## src/jdht_pkg.sv

```systemverilog
// Package for the JPEG DHT canonical code builder.
// Holds shared constants, parse/sequencer enums and RAM port structs.
// No dependencies.
`default_nettype none

package jdht_pkg;

    // Code lengths in a DHT table (one count byte per length)
    localparam int NUM_LENGTHS      = 16;
    localparam int LEN_IDX_W        = 4;
    localparam int MAX_CODE_LENGTH  = 16;
    localparam int MAX_TABLES_DEF   = 4;

    // Code counter width and its saturation value
    localparam int          CODE_W   = 17;
    localparam logic [16:0] CODE_SAT = 17'h1FFFF;
    localparam logic [16:0] CODE_HALF = 17'h0FFFF;

    localparam int SYMS_W      = 12;
    localparam int LEN_W       = 5;
    localparam int OUT_TDATA_W = 40;

    // Where the parser stands within the segment body
    typedef enum logic [1:0] {
        PH_HEADER,
        PH_COUNTS,
        PH_SYMBOLS
    } phase_t;

    // Sequencer: wait for an item, or evaluate a symbol against the count RAM
    typedef enum logic [0:0] {
        ST_IDLE,
        ST_EVAL
    } seq_state_t;

    typedef struct packed {
        logic                 en;
        logic [LEN_IDX_W-1:0] addr;
        logic [7:0]           data;
    } ram_wr_t;

    typedef struct packed {
        logic                 en;
        logic [LEN_IDX_W-1:0] addr;
    } ram_rd_t;

endpackage

`default_nettype wire

```

## src/jpeg_dht_canonical_code_builder.sv

```systemverilog
// Top level of the JPEG DHT canonical code builder.
// Depends on jdht_pkg and jdht_count_ram.
//
// Usage:
//   Input stream (s_axis_*): one byte of the DHT segment body per item,
//   s_axis_tlast marks the final byte of the segment.
//   Output stream (m_axis_*): one item per symbol byte with the slot,
//   class/id byte, symbol, canonical code and code length; tuser flags a
//   bad table (slot beyond MAX_TABLES or code overflowing its length).
//   Header and count bytes produce no output item.
// Timing:
//   Header and count bytes are accepted in the idle state. A symbol byte
//   starts a count RAM read, then waits in evaluation through every empty
//   code length skipped before it, since each length step waits on the
//   count RAM's registered read. The result sits in an output register,
//   and no new byte is accepted until the result has been loaded there.
// Reset:
//   rst_n clears the parser to expect a table header at slot zero and drops
//   any pending output item. The count RAM is not cleared; all 16 counts of
//   a table are written before any symbol reads them.
// Stalls:
//   While the output register is full and m_axis_tready is low, a symbol
//   in evaluation waits and s_axis_tready stays low.
`default_nettype none

module jpeg_dht_canonical_code_builder #(
    parameter int MAX_TABLES = jdht_pkg::MAX_TABLES_DEF
) (
    input  wire logic        clk,
    input  wire logic        rst_n,
    // tdata: data_byte[7:0]
    input  wire logic        s_axis_tvalid,
    output logic             s_axis_tready,
    input  wire logic [7:0]  s_axis_tdata,
    input  wire logic        s_axis_tlast,
    // tdata: table_slot[1:0], table_class_id[9:2], symbol[17:10],
    //        code_bits[33:18], code_length[38:34], zero pad[39]
    output logic             m_axis_tvalid,
    input  wire logic        m_axis_tready,
    output logic [jdht_pkg::OUT_TDATA_W-1:0] m_axis_tdata,
    // tuser: bad_table[0]
    output logic [0:0]       m_axis_tuser
);

    localparam int SLOT_W = $clog2(MAX_TABLES + 1);
    localparam int CW     = jdht_pkg::CODE_W;
    localparam int SW     = jdht_pkg::SYMS_W;
    localparam int LW     = jdht_pkg::LEN_W;
    localparam int IW     = jdht_pkg::LEN_IDX_W;

    // State registers
    jdht_pkg::seq_state_t state_reg, state_next;
    jdht_pkg::phase_t     phase_reg, phase_next;
    logic [LW-1:0]     cnt_idx_reg, cnt_idx_next;
    logic [SW-1:0]     syms_left_reg, syms_left_next;
    logic [LW-1:0]     cur_len_reg, cur_len_next;
    logic [CW-1:0]     code_reg, code_next;
    logic [SLOT_W-1:0] slot_reg, slot_next;
    logic [7:0]        class_reg, class_next;
    logic [7:0]        byte_reg, byte_next;
    logic              last_reg, last_next;

    // Output register
    logic                           out_valid_reg, out_valid_next;
    logic [jdht_pkg::OUT_TDATA_W-1:0] out_data_reg, out_data_next;
    logic                           out_bad_reg, out_bad_next;

    // RAM interface
    jdht_pkg::ram_wr_t ram_wr;
    jdht_pkg::ram_rd_t ram_rd;
    logic [7:0]        rd_data;

    // Helpers
    logic              out_free;
    logic              do_done;
    logic              do_restart;
    logic [SW-1:0]     syms_sum;
    logic [LW-1:0]     cnt_inc;
    logic [LW-1:0]     len_m1;
    logic [CW-1:0]     code_shifted;
    logic [CW-1:0]     code_inc;
    logic [SW-1:0]     syms_dec;
    logic              bad;

    jdht_count_ram u_count_ram (
        .clk     (clk),
        .wr      (ram_wr),
        .rd      (ram_rd),
        .rd_data (rd_data)
    );

    // Datapath helpers
    always_comb
    begin
        out_free     = !out_valid_reg || m_axis_tready;
        syms_sum     = syms_left_reg + SW'(s_axis_tdata);
        cnt_inc      = cnt_idx_reg + LW'(1);
        len_m1       = cur_len_reg - LW'(1);
        code_shifted = (code_reg >= jdht_pkg::CODE_HALF) ? jdht_pkg::CODE_SAT
                                                         : {code_reg[CW-2:0], 1'b0};
        code_inc     = (code_reg < jdht_pkg::CODE_SAT) ? code_reg + CW'(1) : code_reg;
        syms_dec     = (syms_left_reg != '0) ? syms_left_reg - SW'(1) : syms_left_reg;
        bad          = (slot_reg >= SLOT_W'(MAX_TABLES))
                    || ((code_reg >> cur_len_reg) != '0)
                    || (cur_len_reg > LW'(jdht_pkg::MAX_CODE_LENGTH));
    end

    // Sequencer: next state and outputs
    always_comb
    begin
        state_next     = state_reg;
        phase_next     = phase_reg;
        cnt_idx_next   = cnt_idx_reg;
        syms_left_next = syms_left_reg;
        cur_len_next   = cur_len_reg;
        code_next      = code_reg;
        slot_next      = slot_reg;
        class_next     = class_reg;
        byte_next      = byte_reg;
        last_next      = last_reg;
        out_valid_next = out_valid_reg && !m_axis_tready;
        out_data_next  = out_data_reg;
        out_bad_next   = out_bad_reg;
        ram_wr         = '0;
        ram_rd         = '0;
        s_axis_tready  = 1'b0;
        do_done        = 1'b0;
        do_restart     = 1'b0;

        case (state_reg)
            jdht_pkg::ST_IDLE:
            begin
                s_axis_tready = 1'b1;
                if (s_axis_tvalid)
                begin
                    case (phase_reg)
                        jdht_pkg::PH_HEADER:
                        begin
                            class_next     = s_axis_tdata;
                            cnt_idx_next   = '0;
                            syms_left_next = '0;
                            phase_next     = jdht_pkg::PH_COUNTS;
                        end
                        jdht_pkg::PH_COUNTS:
                        begin
                            ram_wr.en      = 1'b1;
                            ram_wr.addr    = cnt_idx_reg[IW-1:0];
                            ram_wr.data    = s_axis_tdata;
                            syms_left_next = syms_sum;
                            cnt_idx_next   = cnt_inc;
                            if (cnt_inc >= LW'(jdht_pkg::NUM_LENGTHS))
                            begin
                                cur_len_next = LW'(1);
                                code_next    = '0;
                                if (syms_sum == '0)
                                begin
                                    do_done = 1'b1;
                                end
                                else
                                begin
                                    phase_next = jdht_pkg::PH_SYMBOLS;
                                end
                            end
                        end
                        jdht_pkg::PH_SYMBOLS:
                        begin
                            // Look up the count at the current length
                            byte_next   = s_axis_tdata;
                            last_next   = s_axis_tlast;
                            ram_rd.en   = 1'b1;
                            ram_rd.addr = len_m1[IW-1:0];
                            state_next  = jdht_pkg::ST_EVAL;
                        end
                        default:
                        begin
                            phase_next = jdht_pkg::PH_HEADER;
                        end
                    endcase
                    if (s_axis_tlast && phase_reg != jdht_pkg::PH_SYMBOLS)
                    begin
                        do_restart = 1'b1;
                    end
                end
            end
            jdht_pkg::ST_EVAL:
            begin
                if (cur_len_reg < LW'(jdht_pkg::NUM_LENGTHS) && rd_data == 8'd0)
                begin
                    // Skip an empty length: shift code, read the next count
                    ram_rd.en    = 1'b1;
                    ram_rd.addr  = cur_len_reg[IW-1:0];
                    cur_len_next = cur_len_reg + LW'(1);
                    code_next    = code_shifted;
                end
                else if (out_free)
                begin
                    // Emit the code, consume one count at this length
                    out_valid_next = 1'b1;
                    out_data_next  = {1'b0, cur_len_reg, code_reg[15:0], byte_reg,
                                      class_reg, 2'(slot_reg)};
                    out_bad_next   = bad;
                    ram_wr.en      = 1'b1;
                    ram_wr.addr    = len_m1[IW-1:0];
                    ram_wr.data    = (rd_data != 8'd0) ? rd_data - 8'd1 : rd_data;
                    code_next      = code_inc;
                    syms_left_next = syms_dec;
                    if (syms_dec == '0)
                    begin
                        do_done = 1'b1;
                    end
                    do_restart = last_reg;
                    state_next = jdht_pkg::ST_IDLE;
                end
            end
            default:
            begin
                state_next = jdht_pkg::ST_IDLE;
            end
        endcase

        // Table complete: back to header, use up a slot
        if (do_done)
        begin
            phase_next   = jdht_pkg::PH_HEADER;
            cnt_idx_next = '0;
            if (slot_reg < SLOT_W'(MAX_TABLES))
            begin
                slot_next = slot_reg + SLOT_W'(1);
            end
        end

        // Segment end: back to slot zero
        if (do_restart)
        begin
            phase_next     = jdht_pkg::PH_HEADER;
            cnt_idx_next   = '0;
            syms_left_next = '0;
            cur_len_next   = LW'(1);
            code_next      = '0;
            slot_next      = '0;
        end
    end

    // Control registers
    always_ff @(posedge clk or negedge rst_n)
    begin
        if (!rst_n)
        begin
            state_reg     <= jdht_pkg::ST_IDLE;
            phase_reg     <= jdht_pkg::PH_HEADER;
            cnt_idx_reg   <= '0;
            syms_left_reg <= '0;
            cur_len_reg   <= LW'(1);
            code_reg      <= '0;
            slot_reg      <= '0;
            class_reg     <= '0;
            last_reg      <= 1'b0;
            out_valid_reg <= 1'b0;
        end
        else
        begin
            state_reg     <= state_next;
            phase_reg     <= phase_next;
            cnt_idx_reg   <= cnt_idx_next;
            syms_left_reg <= syms_left_next;
            cur_len_reg   <= cur_len_next;
            code_reg      <= code_next;
            slot_reg      <= slot_next;
            class_reg     <= class_next;
            last_reg      <= last_next;
            out_valid_reg <= out_valid_next;
        end
    end

    // Payload registers
    always_ff @(posedge clk)
    begin
        byte_reg     <= byte_next;
        out_data_reg <= out_data_next;
        out_bad_reg  <= out_bad_next;
    end

    assign m_axis_tvalid   = out_valid_reg;
    assign m_axis_tdata    = out_data_reg;
    assign m_axis_tuser[0] = out_bad_reg;

endmodule

`default_nettype wire

```

## src/jdht_count_ram.sv

```systemverilog
// Per-length code count RAM: 16 x 8, one write and one read port.
// Read data is registered. Depends on jdht_pkg.
`default_nettype none

module jdht_count_ram (
    input  wire logic             clk,
    input  wire jdht_pkg::ram_wr_t wr,
    input  wire jdht_pkg::ram_rd_t rd,
    output logic [7:0]            rd_data
);

    logic [7:0] mem [jdht_pkg::NUM_LENGTHS];
    logic [7:0] rd_data_reg;

    // Write port
    always_ff @(posedge clk)
    begin
        if (wr.en)
        begin
            mem[wr.addr] <= wr.data;
        end
    end

    // Registered read port; data holds while no read is issued
    always_ff @(posedge clk)
    begin
        if (rd.en)
        begin
            rd_data_reg <= mem[rd.addr];
        end
    end

    assign rd_data = rd_data_reg;

endmodule

`default_nettype wire

```

## config.mk

```make
export PLATFORM = sky130hd
export DESIGN_NAME = jpeg_dht_canonical_code_builder
export DESIGN_NICKNAME = d
export VERILOG_FILES = /design/src/jdht_pkg.sv /design/src/jpeg_dht_canonical_code_builder.sv /design/src/jdht_count_ram.sv
export SDC_FILE = /design/constraint.sdc
export NUM_CORES = 1
export LEC_CHECK = 0
export ABC_AREA = 1
export BUFFER_PORTS_ARGS = -buffer_cell sky130_fd_sc_hd__buf_2
export CAP_MARGIN = 10
export CORE_MARGIN = 8
export CORE_UTILIZATION = 30
export DETAILED_ROUTE_END_ITERATION = 12
export PLACE_DENSITY = 0.5
export SLEW_MARGIN = 5
export SYNTH_ARGS = -nofsm -noshare
export SYNTH_HDL_FRONTEND = slang
export SYNTH_SLANG_ARGS = --single-unit
export TNS_END_PERCENT = 100
```

## constraint.sdc

```tcl
create_clock -name clk -period 3.6 [get_ports clk]
set_input_delay 0.36 -clock clk [delete_from_list [all_inputs] [get_ports clk]]
set_output_delay 0.36 -clock clk [all_outputs]
set_load 0.01 [all_outputs]
```

* After elaboration in Yosys (flattened, before gate mapping)
Memories as Yosys holds them, arrays and structs flattened. A register that Yosys moved wholly into a read port is not among the register bits.
Cells that the tools add are included.
** Storage, ports and cells
- Flip-flop bits (word level) :: 103
- RAM bits :: 128
- Bits of input ports :: 13
- Output and inout bits :: 43
- Memories kept :: 1
** Operators by class
- Add/sub/neg operators :: 8
- Magnitude comparators :: 7
- Eq/ne operators :: 16
- Shift-type cells :: 1
- Muxes and demuxes :: 71
- Bitwise operators :: 2
- Reductions and logical operators :: 28
** Memory list
- u_count_ram.mem :: depth 16, bits a word 8, rd ports 1, clocked after Yosys merged registers in 1, write ports 1, RTL line jdht_count_ram.sv:12 : logic [7:0] mem [jdht_pkg::NUM_LENGTHS];
** Operator list (count)
- 2-to-1 mux 17 bit :: 8
- 2-to-1 mux 12 bit :: 5
- 2-to-1 mux 5 bit :: 12
- 2-to-1 mux 13 bit :: 4
- one-hot mux 12 bit (2 select lines) :: 2
- one-hot mux 17 bit (2 select lines) :: 1
- one-hot mux 5 bit (2 select lines) :: 3
- one-hot mux 13 bit (2 select lines) :: 1
- logical NOT 12 bit :: 2
- 2-to-1 mux 1 bit :: 21
- adder 17 x 1 -> 17 bit (second input constant) :: 1
- >= comparator 17 x 16 -> 1 bit (second input constant) :: 1
- < comparator 17 bit (second input constant) :: 1
- nonzero test 17 bit :: 1
- >> shifter 17 x 5 -> 17 bit :: 1
- adder 12 x 8 -> 12 bit :: 1
- 2-to-1 mux 2 bit :: 6
- inequality test 3 bit (second input constant) :: 4
- AND reduction 3 bit :: 4
- nonzero test 12 bit :: 1
- subtractor 12 x 1 -> 12 bit (second input constant) :: 1
- adder 5 x 1 -> 5 bit (second input constant) :: 2
- AND reduction 5 bit :: 2
- 2-to-1 mux 3 bit :: 3
- other kinds (31) :: 45

* Depth between registers and ports, before layout
- Word-level depth :: 9
- Depth in mapped cells :: 18
- Mapped depth without buffers :: 18

* Cells and area by module
A second synthesis with hierarchy kept.
** Unflattened totals
- Cell total of the unflattened synthesis :: 1375
- Area total of the unflattened synthesis :: 12192.9 um2
** Modules (own cells, without submodules)
- jpeg_dht_canonical_code_builder :: times used 1, cells an instance 824, area an instance 6342.3 um2
- jdht_count_ram :: times used 1, cells an instance 551, area an instance 5850.6 um2

* Worst setup path before layout
No wires, ideal clock.
- Path type :: reg-to-reg
- From :: reg cur_len_reg[1]
- To :: mem u_count_ram.mem[0][0], enable pin
- Arrival :: 2.351 ns
- Required time :: 3.214 ns
- Path slack :: 0.862 ns
- Stages on the path, launching flop included :: 9
- Path buffers :: 1
- Clock period less this slack :: 2.738 ns
- Cell sequence :: dfrtp_1 clkbuf_1 clkinv_1 ha_1 xnor2_1 o22ai_1 inv_1 nand2_1 a211oi_1
** On the way
- Word-level cells in the longest chain between the ends :: 6
- Elaborated cells between the ends (all ways) :: 8
- Those cells by class :: add/sub (1); order compare (1); mux (5); reduce/logical (1)
** Ends and longest elaborated chain
- from (decl) :: RTL line jpeg_dht_canonical_code_builder.sv:56 : logic [LW-1:0] cur_len_reg, cur_len_next;
- from (signal assigned) :: RTL line jpeg_dht_canonical_code_builder.sv:266 : cur_len_reg <= cur_len_next;
- < comparator 5 bit :: RTL line jpeg_dht_canonical_code_builder.sv:187 : if (cur_len_reg < LW'(jdht_pkg::NUM_LENGTHS) && rd_data == 8'd0)
- logical AND 1 bit :: RTL line jpeg_dht_canonical_code_builder.sv:187
- 2-to-1 mux 13 bit (*) :: RTL line jpeg_dht_canonical_code_builder.sv:187
- one-hot mux 13 bit (2 select lines) (*) :: RTL line jpeg_dht_canonical_code_builder.sv:130 : case (state_reg)
- 2-to-1 mux 1 bit :: RTL line jdht_count_ram.sv:18 : if (wr.en)
- 2-to-1 mux 1 bit (implied by the code) :: RTL line jdht_count_ram.sv:20 : mem[wr.addr] <= wr.data;
- to (decl) :: RTL line jdht_count_ram.sv:12
Mark *: on every way between the ends. The rest lies on a longest branch, timed or not.

==> results.ini <==
[status]
status = finished, final reports clean

[clock_network]
cts_tree = done
clkLatencyLatePin_ns = 0.54
clockRootBuffer = clkbuf_16
path_clk_slew_ns = 0.06
cts_buffers = 26
clk_path_buf_depth = 3
cts-htree-levels = 1
clock_sinks = 239

[timing]
hold_viol_final = 0
fmax_ghz = 0.3062
layout_min_cycle_time_ns = 3.266
drv_slew = 0
final-setup-viol-count = 0
finalSetupTns_ns = 0
timing.final.crit_share_pct = 90.73
tightest_slew_ns = 0.7970
rsz0062_at_grt = false
relSlewSlack_pct = 46.87
worst_hold_slack_ns = 0.06152
clock_skew_ns = 0.01075

[detailed_routing]
wl_met3_mm = 1.217
top_layer = met4
wl_mm = 30.34
wl_met2_mm = 14.45
postRouteAntennaNets = 0
viasPerCell = 4.766
wl_per_cell_um = 16.86
route.detailed.drc = 0
met1Wirelength_mm = 13.89
vias = 8578
first_iter_violations = 562
dr.pass1.iters = 5

[synth]
synth.top_cell.area_share_pct = 47.37
avgSynthCellArea_sq_um = 9.844
synth_area_leaders = edfxtp_1, dfrtp_1, nor2_1
yosys_warnings = 0
synth_edf_count = 184
synth_cells = 1185
synth_cell_type_count = 50
syn_nets = 1216
ys_seq_area_share_pct = 59.18
yosys_register_bits = 239
synth_ff_type = edfxtp_1
synthesis.area_sq_mm = 0.01166
ys_async_sr_fraction_pct = 23.01
synth_top_area_cell = edfxtp_1

[cells_and_area]
final_cell_mix = nor2_1, edfxtp_1, nand2_1, inv_1, o21ai_0
area_growth_pct = 16.95
mostFrequentLayoutCell = nor2_1
antenna_cells = 0
largest_reg_flops = 128
layout.nets = 1293
drive_gt1_share_pct = 15.37

[pwr]
pwr_density_cell_mw_per_mm2 = 649.9
ir_worst_vdd_v = 0.0002873
leakagePower_nw = 5.252

[floorplanning]
dieArea_sq_mm = 0.04545
die_y_um = 213.2
die_w_um = 213.2
rows = 72
ios = 56
start_util_pct = 30.25
fp.coreArea_sq_mm = 0.03856

[critical_path]
path_max_fanout = 64
critical-path-max-stage-delay_ns = 0.42
slowest_stage = edfxtp_1
start_kind = flop
path_cells = inv_1 > ha_1 > nand2_2 > nor2_8 > nand2_4 > nor2_4 > inv_2 > nand2_2 > nand2_2 > clkinv_2 > buf_12 > nor2_1 > nor2_1 > o21ai_1 > o211ai_1 > nand3_1 > nand2_1
worst-setup-path-type = flop to flop
critPathArrivalTime_ns = 3.67
required_ns = 4.00
cpMostUsedCell = nand2_2
crit_path_end_kind = flop

[placed_design]
place_congestion = 0.8487
numPortBuffers = 54
dp_hpwl_mm = 20.77

[global_routing]
grt_max_degree = 65
antenna_found_initial = 0
grt_use_total_pct = 13.30
grt-ovfl-total = 0
grt_pass1_wl_mm = 47.98
first_global_vias = 8460

[hold_path]
hp-class = input port to flop

[job]
maxCapViolations = 0

==> kinds of logic after synthesis <==
group / after synthesis / synth area share (%)
xor+xnor: 22 / 1.652
compound gates: 251 / 12.76
fa+ha+maj: 18 / 1.995
simple gates: 493 / 18.49
other cells: 1 / 0.03215
buf+inv: 161 / 5.889
flops: 239 / 59.18
==> path summary, 6_finish.rpt <==
| kind | start | endpoint | slack, ns | depth (start not counted) |
|---|---|---|---|---|
| max | u_count_ram.rd_data[0] | u_count_ram.rd_data[4] | 0.33 | 17 |
| min | s_axis_tdata[4] | byte_reg[4] | 0.06 | 1 |
| max reg2reg | u_count_ram.rd_data[0] | u_count_ram.rd_data[4] | 0.33 | 17 |
| min reg2reg | byte_reg[3] | m_axis_tdata[13] | 0.42 | 0 |
| max in group asynchronous | rst_n | cur_len_reg[0] | 2.33 | 3 |
| min in group asynchronous | rst_n | syms_left_reg[9] | 0.36 | 2 |
==> routing by layer <==
layer	track usage, %	vias up
met4	3.758	0
met1	17.91	4099
met5	0	-
met2	22.30	189
met3	1.644	45
li1	-	4245
==> worst max-delay path: cells and delay by family, from the launching register on <==
kind	cells	cell delay, ns
compound gates	2	0.22
simple gates	10	1.59
fa+ha+maj	1	0.24
flops	1	0.42
buf+inv	4	0.64
==> final cells by class <==
cell class,count,area [sq um]
Clock buffer,29,681.9
Clock inverter,19,267.8
Fill cell,3926,24920
Inverter,118,449.2
Multi-Input combinational cell,785,4096
Sequential cell,239,6903
Tap cell,518,648.1
Timing Repair Buffer,92,595.6
==> power by group <==
part | switching, mW | internal (mW)
Clock | 1.12 | 1.80
Sequential | 0.215 | 3.39
Combinational | 1.60 | 0.737
==> cells in the mapped netlist, types with 2 or more instances <==
library cell and number:
a21oi_1 31, o211ai_1 40, buf_4 5, inv_4 2, nand2_2 13, dfrtp_1 54
inv_2 8, ha_1 17, o21ai_0 100, edfxtp_1 184, o21ai_2 11, nor2_1 187
nor2_4 3, nand3_2 4, xor2_1 11, nor2_2 7, nand3_1 65, nor3_1 11
nor2_8 2, nand3b_1 2, clkbuf_1 19, a211oi_1 4, buf_6 3, nand4_1 10
nand2_4 4, o21ai_1 31, o22ai_1 17, nand2_1 182, xnor2_1 11, inv_1 106
buf_2 14, a31oi_1 9
==> per-stage QoR <==
step	worst slack [ns]	power (mW)	cells	cell area, sq um	util (%)
after floorplan	0.8625	5.278	1185	11660	-
after global placement	0.1461	6.024	1751	12680	32.89
after detailed placement	0.1742	6.008	1751	12680	32.89
after CTS	0.1624	8.961	1800	13640	35.37
after global routing	0.1011	9.400	1800	13640	35.38
final	0.3338	8.866	1800	13640	35.38
==> timing repair <==
item	in CTS	in global routing
endpoints found under the hold margin	22	0
hold buffers	1	0
gates resized for setup	0	1
buffers inserted	0	0
setup endpoints to repair	0	8
Note: power is estimated with default switching activity, not from simulation.
